===== config.mk =====
export PLATFORM = sky130hd
export DESIGN_NAME = integer_to_ascii_formatter
export DESIGN_NICKNAME = d
export VERILOG_FILES = /design/src/rtl/i2a_pkg.sv /design/src/rtl/integer_to_ascii_formatter.sv
export SDC_FILE = /design/constraint.sdc
export NUM_CORES = 1
export LEC_CHECK = 0
export BUFFER_PORTS_ARGS = -buffer_cell sky130_fd_sc_hd__buf_2
export CORE_MARGIN = 8
export CORE_UTILIZATION = 26
export CTS_CLUSTER_SIZE = 14
export DETAILED_ROUTE_END_ITERATION = 12
export PLACE_DENSITY = 0.51
export SLEW_MARGIN = 30
export SYNTH_ARGS = -nofsm -noshare
export SYNTH_HDL_FRONTEND = slang
export SYNTH_SLANG_ARGS = --single-unit

===== constraint.sdc =====
create_clock -name clock -period 14.5 [get_ports clock]
set_clock_uncertainty 0.2 [all_clocks]
set_input_delay 2.9 -clock clock [delete_from_list [all_inputs] [get_ports clock]]
set_output_delay 2.9 -clock clock [all_outputs]
set_load 0.01 [all_outputs]

===== src/rtl/i2a_pkg.sv =====
package i2a_pkg;

   localparam int OPCODE_W = 3;
   localparam int VALUE_W  = 64;
   localparam int CHAR_W   = 8;
   localparam int HALF_W   = 32;

   // 20 decimal digits cover any 64-bit magnitude
   localparam int DIGITS   = 20;
   localparam int NIB_W    = 4;
   localparam int BCD_W    = DIGITS * NIB_W;
   localparam int REM_W    = $clog2(DIGITS + 1);
   localparam int BIT_CNT_W = $clog2(VALUE_W);

   localparam logic [OPCODE_W-1:0] OP_SDEC  = 3'd0;
   localparam logic [OPCODE_W-1:0] OP_UDEC  = 3'd1;
   localparam logic [OPCODE_W-1:0] OP_HEXLO = 3'd2;
   localparam logic [OPCODE_W-1:0] OP_HEXUP = 3'd3;
   localparam logic [OPCODE_W-1:0] OP_PTR   = 3'd4;

   localparam logic [CHAR_W-1:0] ASCII_ZERO    = 8'h30;
   localparam logic [CHAR_W-1:0] ASCII_MINUS   = 8'h2d;
   localparam logic [CHAR_W-1:0] ASCII_X       = 8'h78;
   localparam logic [CHAR_W-1:0] ASCII_LOWER_A = 8'h61;
   localparam logic [CHAR_W-1:0] ASCII_UPPER_A = 8'h41;
   localparam logic [CHAR_W-1:0] ASCII_TEN     = 8'd10;

   // Add 3 to every BCD digit of 5 or more, ahead of the next shift
   function automatic logic [BCD_W-1:0] bcd_adjust(input logic [BCD_W-1:0] bcd);
      logic [BCD_W-1:0] res;
      res = bcd;
      for (int i = 0; i < DIGITS; i++) begin
         if (bcd[i*NIB_W +: NIB_W] >= 4'd5) begin
            res[i*NIB_W +: NIB_W] = bcd[i*NIB_W +: NIB_W] + 4'd3;
         end
      end
      return res;
   endfunction

   function automatic logic [CHAR_W-1:0] digit_char(input logic [NIB_W-1:0] d,
                                                    input logic upper);
      logic [CHAR_W-1:0] wide;
      logic [CHAR_W-1:0] res;
      wide = {{(CHAR_W-NIB_W){1'b0}}, d};
      if (d < 4'd10) begin
         res = ASCII_ZERO + wide;
      end else if (upper) begin
         res = ASCII_UPPER_A + wide - ASCII_TEN;
      end else begin
         res = ASCII_LOWER_A + wide - ASCII_TEN;
      end
      return res;
   endfunction

endpackage


===== src/rtl/integer_to_ascii_formatter.sv =====
// Hex and pointer output starts once the leading zeros are dropped, one
// per step; decimal first runs binary-to-BCD shifting over all 64 input
// bits through one shared add-3/shift unit, then drops the leading zeros.
// Characters then leave at one per cycle unless stalled. Throughput: one
// number at a time; the next is accepted at the edge after the last character
// is registered. Synchronous active-high reset returns to idle, drops rsp_valid.
module integer_to_ascii_formatter (
   input  logic                           clock,
   input  logic                           reset,
   input  logic                           req_valid,
   output logic                           req_stall,
   input  logic [i2a_pkg::OPCODE_W-1:0]   req_opcode,
   input  logic [i2a_pkg::VALUE_W-1:0]    req_value,
   output logic                           rsp_valid,
   input  logic                           rsp_stall,
   output logic [i2a_pkg::CHAR_W-1:0]     rsp_char_out,
   output logic                           rsp_last
);
   import i2a_pkg::*;

   localparam logic [1:0] ST_IDLE = 2'd0;
   localparam logic [1:0] ST_CONV = 2'd1;
   localparam logic [1:0] ST_SKIP = 2'd2;
   localparam logic [1:0] ST_EMIT = 2'd3;

   logic [1:0]           state_ff, state_in;
   logic [VALUE_W-1:0]   mag_ff, mag_in;
   logic [BCD_W-1:0]     digs_ff, digs_in;
   logic [BIT_CNT_W-1:0] bit_cnt_ff, bit_cnt_in;
   logic [REM_W-1:0]     rem_ff, rem_in;
   logic [1:0]           pre_ff, pre_in;
   logic                 ptr_ff, ptr_in;
   logic                 upper_ff, upper_in;
   logic                 rsp_valid_ff, rsp_valid_in;
   logic [CHAR_W-1:0]    rsp_char_ff, rsp_char_in;
   logic                 rsp_last_ff, rsp_last_in;

   logic                 accept;
   logic                 out_free;
   logic                 neg;
   logic [BCD_W-1:0]     digs_adj;

   assign req_stall    = (state_ff != ST_IDLE);
   assign accept       = req_valid && !req_stall;
   assign out_free     = !rsp_valid_ff || !rsp_stall;
   assign neg          = req_value[VALUE_W-1];
   assign digs_adj     = bcd_adjust(digs_ff);
   assign rsp_valid    = rsp_valid_ff;
   assign rsp_char_out = rsp_char_ff;
   assign rsp_last     = rsp_last_ff;

   always_comb begin
      state_in     = state_ff;
      mag_in       = mag_ff;
      digs_in      = digs_ff;
      bit_cnt_in   = bit_cnt_ff;
      rem_in       = rem_ff;
      pre_in       = pre_ff;
      ptr_in       = ptr_ff;
      upper_in     = upper_ff;
      rsp_valid_in = rsp_valid_ff && rsp_stall;
      rsp_char_in  = rsp_char_ff;
      rsp_last_in  = rsp_last_ff;

      unique case (state_ff)
         ST_IDLE: begin
            if (accept) begin
               bit_cnt_in = '0;
               rem_in     = REM_W'(DIGITS);
               ptr_in     = (req_opcode == OP_PTR);
               upper_in   = (req_opcode == OP_HEXUP);
               digs_in    = '0;
               pre_in     = 2'd0;
               priority if (req_opcode == OP_SDEC) begin
                  mag_in   = neg ? (VALUE_W'(0) - req_value) : req_value;
                  pre_in   = neg ? 2'd1 : 2'd0;
                  state_in = ST_CONV;
               end else if (req_opcode == OP_UDEC) begin
                  mag_in   = {{(VALUE_W-HALF_W){1'b0}}, req_value[HALF_W-1:0]};
                  state_in = ST_CONV;
               end else if (req_opcode == OP_HEXLO || req_opcode == OP_HEXUP) begin
                  digs_in  = {{(BCD_W-HALF_W){1'b0}}, req_value[HALF_W-1:0]};
                  state_in = ST_SKIP;
               end else if (req_opcode == OP_PTR) begin
                  digs_in  = {{(BCD_W-VALUE_W){1'b0}}, req_value};
                  pre_in   = 2'd2;
                  state_in = ST_SKIP;
               end else begin
                  // drop unused opcodes
                  state_in = ST_IDLE;
               end
            end
         end
         ST_CONV: begin
            // one double-dabble step: adjust, then shift in the next bit
            digs_in    = {digs_adj[BCD_W-2:0], mag_ff[VALUE_W-1]};
            mag_in     = {mag_ff[VALUE_W-2:0], 1'b0};
            bit_cnt_in = bit_cnt_ff + 1'b1;
            if (bit_cnt_ff == BIT_CNT_W'(VALUE_W - 1)) begin
               state_in = ST_SKIP;
            end
         end
         ST_SKIP: begin
            // drop leading zeros, keep at least one digit
            if (digs_ff[BCD_W-1 -: NIB_W] == '0 && rem_ff > REM_W'(1)) begin
               digs_in = {digs_ff[BCD_W-NIB_W-1:0], {NIB_W{1'b0}}};
               rem_in  = rem_ff - 1'b1;
            end else begin
               state_in = ST_EMIT;
            end
         end
         ST_EMIT: begin
            if (out_free) begin
               rsp_valid_in = 1'b1;
               if (pre_ff != 2'd0) begin
                  if (pre_ff == 2'd2) begin
                     rsp_char_in = ASCII_ZERO;
                  end else begin
                     rsp_char_in = ptr_ff ? ASCII_X : ASCII_MINUS;
                  end
                  rsp_last_in = 1'b0;
                  pre_in      = pre_ff - 1'b1;
               end else begin
                  rsp_char_in = digit_char(digs_ff[BCD_W-1 -: NIB_W], upper_ff);
                  rsp_last_in = (rem_ff == REM_W'(1));
                  digs_in     = {digs_ff[BCD_W-NIB_W-1:0], {NIB_W{1'b0}}};
                  rem_in      = rem_ff - 1'b1;
                  if (rem_ff == REM_W'(1)) begin
                     state_in = ST_IDLE;
                  end
               end
            end
         end
         default: begin
            state_in = ST_IDLE;
         end
      endcase
   end

   always_ff @(posedge clock) begin
      if (reset) begin
         state_ff     <= ST_IDLE;
         rsp_valid_ff <= 1'b0;
         bit_cnt_ff   <= '0;
         rem_ff       <= '0;
         pre_ff       <= 2'd0;
      end else begin
         state_ff     <= state_in;
         rsp_valid_ff <= rsp_valid_in;
         bit_cnt_ff   <= bit_cnt_in;
         rem_ff       <= rem_in;
         pre_ff       <= pre_in;
      end
   end

   always_ff @(posedge clock) begin
      mag_ff      <= mag_in;
      digs_ff     <= digs_in;
      ptr_ff      <= ptr_in;
      upper_ff    <= upper_in;
      rsp_char_ff <= rsp_char_in;
      rsp_last_ff <= rsp_last_in;
   end

endmodule

-- Yosys cells after proc, flatten, opt, wreduce, memory -nomap -nowiden
Cells that the tools add are included.
Widths: inputs -> output; s select.
- register bits: 171
- output and inout bits: 11
- word-level logic and storage cells: 172
- input port bits: 71
- reduce and logical (&&, ||, !) cells: 24
- $lt $le $gt $ge: 22
- eq/ne operators: 19
- add/subtract/negate cells: 29
- multiplexer cells: 67
- operators with widths (kind ; count):
    $mux 64 ; 8
    $mux 80 ; 4
    $pmux 80 s4 ; 1
    $pmux 64 s2 ; 1
    $ge 4x3->1 const B ; 20
    $add 4x2->4 const B ; 19
    $mux 4 ; 19
    $sub 1x64->64 const A ; 1
    $mux 2 ; 16
    $mux 8 ; 3
    $mux 5 ; 4
    $add 7x4->8 const A ; 2
    $ne 2x2->1 const B ; 8
    $sub 8x4->8 const B ; 2
    $pmux 5 s3 ; 1
    $mux 7 ; 2
    $pmux 6 s2 ; 1
    $pmux 2 s4 ; 1
    $reduce_and 4->1 ; 2
    $reduce_bool 2->1 ; 4
    $add 6x4->7 const A ; 1
    $add 6x1->6 const B ; 1
    $eq 2x2->1 const B ; 3
    $eq 3x2->1 const B ; 2
    26 further kinds ; 35

-- Depth between registers and ports, before layout
Gate-level depths: netlist (run 1).
- word-level depth: 7
- gate-level depth with buffers: 9
- mapped depth without buffers: 7

-- Worst setup path before layout (run 1)
Ideal clock, no wire load.
- path kind: input -> register
- start point: in req_valid
- end point: reg digs_ff[0], enable pin
- setup time: 545 ps
- data required time: 13755 ps
- slack: 6669 ps
- arrival: 7086 ps
- cell stages on the path: 3
- path buffers: 0
- cells stage by stage: nand2b_1 o21ai_0 a21oi_1
- word-level cells in the longest chain between the ends: 3
- RTL lines (element ; line ; text):
    start: declaration ; integer_to_ascii_formatter.sv:10 ; input logic req_valid,
    $logic_and 1x1->1 ; integer_to_ascii_formatter.sv:44 ; assign accept = req_valid && !req_stall;
    $ne 2x2->1 (no line) ; -- ;
    $reduce_and 4->1 (no line) ; -- ;
    end signal: assignment ; integer_to_ascii_formatter.sv:158 ; digs_ff <= digs_in;
    end: declaration ; integer_to_ascii_formatter.sv:28 ; logic [BCD_W-1:0] digs_ff, digs_in;
No other way between the ends.
A chain may end at the register's enable or synchronous reset.

-- Worst setup path after layout (run 1)
- start point: in req_value[1] in the netlist's numbering
- end point: reg mag_ff[53] (data pin)
- word-level cells in the longest chain between the ends: 5
- RTL lines (element ; line ; text):
    start: declaration ; integer_to_ascii_formatter.sv:13 ; input logic [i2a_pkg::VALUE_W-1:0] req_value,
    $sub 1x64->64 ; integer_to_ascii_formatter.sv:75 ; mag_in = neg ? (VALUE_W'(0) - req_value) : req_value;
    $mux 64 ; integer_to_ascii_formatter.sv:75 ;
    $mux 64 ; integer_to_ascii_formatter.sv:74 ; priority if (req_opcode == OP_SDEC) begin
    $mux 64 ; integer_to_ascii_formatter.sv:67 ; if (accept) begin
    $pmux 64 s2 ; integer_to_ascii_formatter.sv:65 ; unique case (state_ff)
    via mag_in[53] ; integer_to_ascii_formatter.sv:27 ; logic [VALUE_W-1:0] mag_ff, mag_in;
    end signal: assignment ; integer_to_ascii_formatter.sv:157 ; mag_ff <= mag_in;
    end: declaration ; integer_to_ascii_formatter.sv:27 ;
The timed path passes the listed nets, and every way through them passes these cells. The select of a mux whose other input is x is not followed.

==> impl_metrics.env, run 1 <==
export IMPL_status="finished clean"
export IMPL_syn_num_nets=1329
export IMPL_antenna_found_initial=0
export IMPL_yosys_warnings=0
export IMPL_ir_drop_uv=90.3
export IMPL_final_common_cell="edfxtp_1"
export IMPL_core_area_sq_um=42900
export IMPL_ys_flop_type="edfxtp_1"
export IMPL_fmax_ghz=0.174
export IMPL_cp_end_kind="register"
export IMPL_path_max_fanout=17
export IMPL_root_buffer="clkbuf_16"
export IMPL_worstSetupPathType="in2reg"
export IMPL_wl_met1_mm=15.6
export IMPL_routabilityCongestion=0.849
export IMPL_layout_common_cells="154 x edfxtp_1, 139 x o21ai_0, 106 x nand2_1"
export IMPL_hold_viol=0
export IMPL_layout_drive_gt1_share_pct=12.3
export IMPL_tritoncts="built"
export IMPL_area_growth_pct=14.3
export IMPL_wl_met2_mm=15.1
export IMPL_vias=9481
export IMPL_setup_tns_ns=0
export IMPL_topRoutingLayerUsed="met4"
export IMPL_grt_pass1_wl_mm=52.3
export IMPL_nFillCells=4518
export IMPL_dpl_instance_area_sq_um=12300
export IMPL_clock_sinks=170
export IMPL_ys_ff_latch=170
export IMPL_slew_viol_final=0
export IMPL_maxSlewHeadroom_pct=38.0
export IMPL_cts_hold_buffers=0
export IMPL_die_h_microns=224
export IMPL_min_period_ns=5.76
export IMPL_max_clock_path_buffers=2
export IMPL_wl_per_cell_microns=17.7
export IMPL_ys_seq_area_share_pct=44.0
export IMPL_die_x_microns=224
export IMPL_required_ns=14.61
export IMPL_cts_resized=0
export IMPL_drtAntennaViolNets=0
export IMPL_met3_length_mm=1.54
export IMPL_hold_ws_ns=0.285
export IMPL_post_cts_buffers=0
export IMPL_rsz0062_at_grt="false"
export IMPL_dieArea_sq_um=50200
export IMPL_yosysTopAreaCellShare_pct=41.1
export IMPL_hold_class="reg2reg"
export IMPL_nNetsFinal=1372
export IMPL_place_hpwl_mm=22.3
export IMPL_synth_edf_count=154
export IMPL_synthDistinctLibCells=63
export IMPL_synth_area_leaders="edfxtp_1 41%, o21ai_0 6.2%, ha_1 5.7%"
export IMPL_grt_overflow_total=0
export IMPL_synth_area_leader_cell="edfxtp_1"
export IMPL_drtIter0Drc=754
export IMPL_grt_start_max_net_pins=100
export IMPL_drc=0
export IMPL_ff2ff_setup_slack_ns=11.04
export IMPL_initial_core_util_pct=26.2
export IMPL_max_slew_worst_pin_slew_ns=0.929
export IMPL_cp_arrival_ns=5.87
export IMPL_placementRows=76
export IMPL_clkTransAtPathRegs_ns=0.08
export IMPL_synthCells=1207
export IMPL_cp_slowest_cell="or4_1"
export IMPL_dr_pass1_iters=5
export IMPL_cts_buffers=17
export IMPL_finalSetupViolations=0
export IMPL_grt_pass1_vias=9207
export IMPL_io_buffers=80
export IMPL_start_kind="input pin"
export IMPL_p_per_area_nw_per_um2=185
export IMPL_track_usage_pct=12.9
export IMPL_synthArstFlopShare_pct=0
export IMPL_routed_wl_mm=32.8
export IMPL_finalInstanceArea_sq_um=12900
export IMPL_routed_via_density=5.13
export IMPL_drv_cap=0
export IMPL_fin_crit_sh_pct=39.7
export IMPL_leakage_uw=0.00432
export IMPL_h_tree_depth=4
export IMPL_io_pins=82
export IMPL_syn_area_sq_um=11200
export IMPL_crit_top_cell="nand3_1"
export IMPL_syn_avg_cell_area_sq_um=9.32
export IMPL_clock_latency_ns=0.44
export IMPL_path_cells="buf_2, nor3_1, nand3_1, or4_1, or4_2, nand3_1"
export IMPL_max_stage_delay_ns=0.93
[worst max-delay path, delay by kind of cell]
family | cells | cell delay (ns)
buffers and inverters | 1 | 0.11
and+or+nand+nor | 5 | 2.84
[sequential cells by signal, summed over array words and instances, names as in the netlist, 2 cells and up]
name,count
bit_cnt_ff,6
digs_ff,80
mag_ff,64
pre_ff,2
rem_ff,5
rsp_char_out,7
state_ff,2
[cells in the mapped netlist, drive strengths merged (29+ instances only)]
| library cell | instances |
|---|---|
| inv | 59 |
| nor2 | 70 |
| nand2 | 106 |
| a22oi | 55 |
| nand2b | 30 |
| xnor2 | 29 |
| clkbuf | 60 |
| xor2 | 37 |
| nor3 | 29 |
| ha | 51 |
| nor3b | 31 |
| edfxtp | 154 |
| a21oi | 100 |
| o21ai | 139 |
[cell type report]
type                    instances  area, sq um  share of cell area, %
repair buffers                 91          487                   3.78
multi-input cells             910         5880                   45.7
diodes                          2         5.00                 0.0389
clock buffers                  18          429                   3.34
clock inverters                13          159                   1.24
flip-flops and latches        170         4940                   38.4
inverters                      60          226                   1.76
well taps                     585          732                   5.69
[power breakdown]
group	internal, uW	switching [uW]
sequential	818	161
combinational	346	579
clock	259	221
[kinds of logic (layout without fill, tap and decap cells)]
| group | Yosys count | in the layout | share of synthesized area, % |
|---|---|---|---|
| AOI/OAI and AO/OA | 395 | 395 | 22.0 |
| xor gates and xnor gates | 66 | 66 | 5.14 |
| adders and majority gates | 51 | 51 | 5.67 |
| buffers and inverters | 127 | 182 | 4.35 |
| DFF | 170 | 170 | 44.0 |
| muxes | 12 | 12 | 1.15 |
| other | 1 | 3 | 0.0333 |
| and+or+nand+nor | 385 | 385 | 17.7 |
[path summary, 6_finish.rpt]
kind	start	to	cells past startpoint
setup / recovery	req_value[1]	mag_ff[53]	6
hold / removal	pre_ff[0]	pre_ff[0]	2
setup reg to reg	state_ff[0]	digs_ff[20]	6
hold reg to reg	pre_ff[0]	pre_ff[0]	2
[routing by layer]
metal,vias up,GRT usage (%)
li1,4637,-
met1,4566,17.7
met2,245,20.6
met3,33,2.21
met4,0,3.78
met5,-,0
[metrics by stage]
stage | setup slack [ns] | total power (uW) | utilization [%] | instances
3_3_place_gp | 8.44 | 1900 | 28.6 | 1816
4_1_cts | 8.84 | 2410 | 30.0 | 1847
5_1_grt | 8.57 | 2580 | 30.0 | 1847
6_report | 8.74 | 2380 | 30.0 | 1849
2_1_floorplan | 6.67 | 1650 | - | 1207
3_5_place_dp | 8.38 | 1920 | 28.6 | 1816
Note: power is estimated with default switching activity, not from simulation.
==> run 2: changes to the inputs <==
- ABC_AREA: not set -> 1
- clock period: 14.5 -> 6 ns (I/O delays scaled with it)
==> run 2 against run 1 <==
Setup slack got worse by 6.2 ns. First-iteration DRC count up 21%. Via count up 12%. Largest cell class unchanged. Largest power group unchanged. Final cell count grew 18%. Total power rose by 130%. Non-clock buffer count is 1 lower. Clock power rose by 140%. Register-to-register slack worse by 8.2 ns. Sequential power rose by 130%. Hold slack gained 0.0033 ns. Sequential share of layout area is 1.1 points lower.
==> impl_metrics.env, run 2 <==
export IMPL_synthArstFlopShare_pct=0
export IMPL_required_ns=6.04
export IMPL_layout_common_cells="361 x nand2_1, 201 x inv_1, 200 x nor2_1"
export IMPL_path_cells="buf_2, buf_4, nand3_1, inv_2, a21oi_1, or2_2, nand3_1, nand2_1"
export IMPL_grt_overflow_total=0
export IMPL_root_buffer="clkbuf_16"
export IMPL_dr_pass1_iters=6
export IMPL_status="finished clean"
export IMPL_cp_slowest_cell="nand3_1"
export IMPL_largest_reg_flops=80
export IMPL_fin_crit_sh_pct=57.0
export IMPL_ys_flop_type="edfxtp_1"
export IMPL_h_tree_depth=4
export IMPL_p_per_area_nw_per_um2=416
export IMPL_clock_latency_ns=0.48
export IMPL_place_ws_ns=2.09
export IMPL_yosysTopAreaCellShare_pct=39.7
export IMPL_final_common_cell="nand2_1"
export IMPL_max_slew_worst_pin_slew_ns=0.835
export IMPL_yosys_warnings=0
export IMPL_synth_edf_count=154
export IMPL_place_hpwl_mm=26.8
export IMPL_die_h_microns=228
export IMPL_synth_most_common_cell="nand2_1"
export IMPL_cp_top_family="buffers and inverters"
export IMPL_cp_arrival_ns=3.46
export IMPL_io_buffers=80
export IMPL_worst_path_buf_inv=3
export IMPL_postLayoutCoreUtil_pct=29.9
export IMPL_clkTransAtPathRegs_ns=0.07
export IMPL_maxSlewHeadroom_pct=44.3
export IMPL_grt_pass1_vias=10300
export IMPL_drtIter0Drc=909
export IMPL_drtAntennaViolNets=0
export IMPL_ys_ff_latch=170
export IMPL_cts_buffers=17
export IMPL_crit_top_cell="nand3_1"
export IMPL_die_x_microns=228
export IMPL_synthCells=1519
export IMPL_routabilityCongestion=0.871
export IMPL_antenna_cells=0
export IMPL_cp_end_kind="register"
export IMPL_layout_drive_gt1_share_pct=10.2
export IMPL_dieArea_sq_um=51800
export IMPL_io_pins=82
export IMPL_max_stage_delay_ns=0.61
export IMPL_antenna_found_initial=0
export IMPL_start_kind="input pin"
export IMPL_wl_per_cell_microns=16.5
export IMPL_fmax_ghz=0.292
export IMPL_cts_hold_buffers=0
export IMPL_hold_viol=0
export IMPL_ir_drop_uv=228
export IMPL_finalSetupViolations=0
export IMPL_initial_core_util_pct=26.3
export IMPL_synth_area_leader_cell="edfxtp_1"
export IMPL_synth_commonest_cells="362 x nand2_1, 202 x inv_1, 202 x nor2_1"
export IMPL_synthDistinctLibCells=40
export IMPL_syn_avg_cell_area_sq_um=7.66
export IMPL_setup_slack_ns=2.58
export IMPL_grt_start_max_net_pins=61
export IMPL_tritoncts="built"
export IMPL_track_usage_pct=14.2
export IMPL_min_period_ns=3.42
export IMPL_path_max_fanout=49
export IMPL_core_area_sq_um=44200
export IMPL_syn_area_sq_um=11600
export IMPL_synth_area_leaders="edfxtp_1 40%, nand2_1 12%, inv_1 6.5%"
export IMPL_routed_via_density=4.84
export IMPL_syn_num_nets=1641
export IMPL_slew_viol_final=0
export IMPL_max_clock_path_buffers=2
export IMPL_setup_tns_ns=0
export IMPL_cts_resized=0
export IMPL_clock_sinks=170
export IMPL_hold_class="reg2reg"
export IMPL_post_cts_buffers=0
export IMPL_rsz0062_at_grt="false"
export IMPL_worstSetupPathType="in2reg"
export IMPL_placementRows=77
export IMPL_routed_wl_mm=36.2
export IMPL_drv_cap=0
export IMPL_area_growth_pct=13.8
export IMPL_ys_seq_area_share_pct=42.5
export IMPL_leakage_uw=0.00539
export IMPL_top_register="digs_ff"
export IMPL_grt_pass1_wl_mm=57.0
export IMPL_nNetsFinal=1704
export IMPL_drc=0
export IMPL_vias=10600
run 2: changes by cell type in the layout (fill, tap and decap cells not counted), sizes merged, moves of 28 or more:
cell    delta
nor2     +147
nand3     +97
nand2b    -30
a22oi     -54
o21ai     -29
nor3b     -30
inv      +146
a21oi     -45
nand2    +258
o221ai    +58
xnor2     -28
run 2: metrics by stage:
step	area (sq um)	cells	hold slack (ns)	total power, uW
2_1_floorplan	11600	1519	0.255	3790
3_3_place_gp	12700	2155	0.274	4360
3_5_place_dp	12700	2155	0.279	4400
4_1_cts	13200	2187	0.290	5560
5_1_grt	13200	2187	0.327	5970
6_report	13200	2187	0.289	5510
run 2: cells by family (layout without fill, tap and decap cells):
group / count (synthesis) / after routing / share of synthesized area, %
flip-flops: 170 / 170 / 42.5
AND/OR/NAND/NOR: 736 / 736 / 26.4
adder cells (fa/ha/maj): 51 / 51 / 5.48
AO/OA/AOI/OAI: 276 / 276 / 14.8
other: 1 / 1 / 0.0322
XOR/XNOR: 29 / 29 / 2.18
multiplexers: 1 / 1 / 0.0860
buffers and inverters: 255 / 331 / 8.47
run 2: area by class of cell:
cell class | count | area [sq um]
Fill cell | 4760 | 31000
Multi-Input combinational cell | 1094 | 5720
Sequential cell | 170 | 4940
Inverter | 209 | 785
Tap cell | 592 | 741
Timing Repair Buffer | 90 | 475
Clock buffer | 17 | 425
Clock inverter | 15 | 149
run 2: final timing paths:
path,startpoint,endpoint,slack (ns),depth (start not counted)
max,req_value[63],mag_ff[12],2.58,8
min,rem_ff[4],rem_ff[4],0.29,2
max reg2reg,state_ff[1],digs_ff[49],2.87,9
min reg2reg,rem_ff[4],rem_ff[4],0.29,2
run 2: worst reg2reg max path: stages, from the launching register on:
cell      delay, ns
dfxtp_1        0.39
inv_1          0.09
ha_2           0.19
inv_2          0.58
nor2_4         0.03
buf_4          0.34
inv_2          0.66
a21oi_1        0.10
o21ai_0        0.13
o221ai_1       0.15
run 2: report_power, final:
group / internal (uW) / leakage, uW / switching, uW / total (uW)
clock: 611 / 0.000277 / 515 / 1130
combinational: 663 / 0.00345 / 1480 / 2140
sequential: 1960 / 0.00166 / 283 / 2240
total: 3230 / 0.00539 / 2280 / 5510
run 2: per-layer routing:
| layer | vias up | global-route usage [%] | part of all wire, % |
|---|---|---|---|
| met4 | 0 | 5.57 | 2.5 |
| met1 | 4992 | 19.6 | 49 |
| met2 | 285 | 21.4 | 43 |
| li1 | 5262 | - | - |
| met5 | - | 0 | 0 |
| met3 | 52 | 3.08 | 5.1 |
==> run 3: changes to the inputs <==
- clock period: 6 -> 3.4 ns (I/O delays scaled with it)
==> run 3 against run 2 <==
Sequential share of layout area down 0.29 points. Die area unchanged. Hold slack got worse by 0.0055 ns. Final cell count rose by 0.46%. Via count increased by 0.72%. Cell area increased by 0.79%. Clock power increased by 75%. Core utilization rose by 0.24 points. Combinational power increased by 79%. Critical endpoint is now digs_ff[20]. Routed wire length barely moved.
==> impl_metrics.env, run 3 (synthesis results as in run 2) <==
export IMPL_grt_pass1_wl_mm=57.0
export IMPL_largest_reg_flops=80
export IMPL_grt_overflow_total=0
export IMPL_clock_latency_ns=0.46
export IMPL_finalSetupViolations=0
export IMPL_hold_viol=0
export IMPL_finalNonFillerCells=2197
export IMPL_drtAntennaViolNets=0
export IMPL_core_area_sq_um=44200
export IMPL_rsz0062_at_grt="false"
export IMPL_setup_tns_ns=0
export IMPL_max_clock_path_buffers=2
export IMPL_cp_arrival_ns=2.65
export IMPL_multi_input_area_sq_um=5720
export IMPL_final_common_cell="nand2_1"
export IMPL_nNetsFinal=1713
export IMPL_slew_viol_final=0
export IMPL_cp_end_kind="register"
export IMPL_die_x_microns=228
export IMPL_clkTransAtPathRegs_ns=0.07
export IMPL_place_inst=2164
export IMPL_routed_wl_mm=36.2
export IMPL_area_growth_pct=14.7
export IMPL_routabilityCongestion=0.890
export IMPL_worstSetupPathType="reg2reg"
export IMPL_drv_cap=0
export IMPL_dieArea_sq_um=51800
export IMPL_post_cts_buffers=0
export IMPL_vias=10700
export IMPL_status="finished clean"
export IMPL_dr_pass1_iters=5
export IMPL_drc=0
export IMPL_min_period_ns=2.56
export IMPL_track_usage_pct=14.2
export IMPL_ir_drop_uv=366
export IMPL_start_kind="register"
export IMPL_leakage_uw=0.00546
export IMPL_hold_class="reg2reg"
export IMPL_path_max_fanout=23
export IMPL_cts_resized=0
export IMPL_cts_hold_buffers=0
export IMPL_cts_buffers=17
export IMPL_placementRows=77
export IMPL_fin_crit_sh_pct=75.3
export IMPL_h_tree_depth=4
export IMPL_root_buffer="clkbuf_16"
export IMPL_p_per_area_nw_per_um2=731
export IMPL_nFillCells=4748
export IMPL_wl_per_cell_microns=16.5
export IMPL_grt_pass1_vias=10400
export IMPL_drtIter0Drc=814
export IMPL_postLayoutCoreUtil_pct=30.2
export IMPL_layout_common_cells="361 x nand2_1, 201 x inv_1, 200 x nor2_1"
export IMPL_fmax_ghz=0.390
export IMPL_place_hpwl_mm=27.3
export IMPL_tritoncts="built"
export IMPL_setup_slack_ns=0.839
export IMPL_max_slew_worst_pin_slew_ns=0.947
export IMPL_clock_sinks=170
export IMPL_antenna_found_initial=1
export IMPL_io_buffers=80
export IMPL_routed_via_density=4.86
export IMPL_io_pins=82
export IMPL_required_ns=3.48
export IMPL_maxSlewHeadroom_pct=36.6
export IMPL_seqCellArea_sq_um=4940
export IMPL_place_ws_ns=0.642
export IMPL_grt_start_max_net_pins=65
export IMPL_initial_core_util_pct=26.3
export IMPL_die_h_microns=228
export IMPL_top_register="digs_ff"
export IMPL_layout_drive_gt1_share_pct=10.8
run 3: final timing paths:
check	start	end	slack, ns	depth (start not counted)
worst max-delay path	state_ff[0]	digs_ff[20]	0.84	7
worst max register to register	state_ff[0]	digs_ff[20]	0.84	7
worst min-delay path	rem_ff[4]	rem_ff[4]	0.28	2
worst min register to register	rem_ff[4]	rem_ff[4]	0.28	2
run 3: per-layer routing:
metal / wire length, microns / vias up / track usage (%)
met5: 0 / - / 0
met4: 723 / 0 / 4.55
met3: 2240 / 43 / 3.09
met2: 16000 / 309 / 22.0
met1: 17200 / 5034 / 19.4
li1: - / 5281 / -
run 3: cell type report:
| cell class | count | area share, % |
|---|---|---|
| Multi-Input combinational cell | 1094 | 42.9 |
| Inverter | 209 | 5.88 |
| Clock buffer | 17 | 3.19 |
| Antenna cell | 1 | 0.0188 |
| Tap cell | 592 | 5.55 |
| Timing Repair Buffer | 99 | 4.26 |
| Clock inverter | 15 | 1.19 |
| Sequential cell | 170 | 37.1 |
run 3: through the flow:
stage / hold slack, ns / cell area [sq um] / total power (uW)
after detailed placement: 0.277 / 12800 / 7810
after CTS: 0.270 / 13300 / 9860
after floorplan: 0.255 / 11600 / 6650
after global placement: 0.274 / 12800 / 7760
final: 0.283 / 13300 / 9760
after global routing: 0.298 / 13300 / 10600
run 3: worst max-delay path: stages (launching register included):
cell and delay (ns):
dfxtp_1 0.34, inv_1 0.09, ha_1 0.31, o21ai_1 0.17, nor2_1 0.75, inv_1 0.08, buf_4 0.25, o221ai_1 0.19
run 3: report_power, final:
group / leakage, uW / internal (uW) / total [uW] / switching, uW
logic: 0.00350 / 1220 / 3840 / 2620
clock network: 0.000287 / 1040 / 1980 / 940
registers: 0.00166 / 3450 / 3940 / 490
total: 0.00546 / 5700 / 9760 / 4050
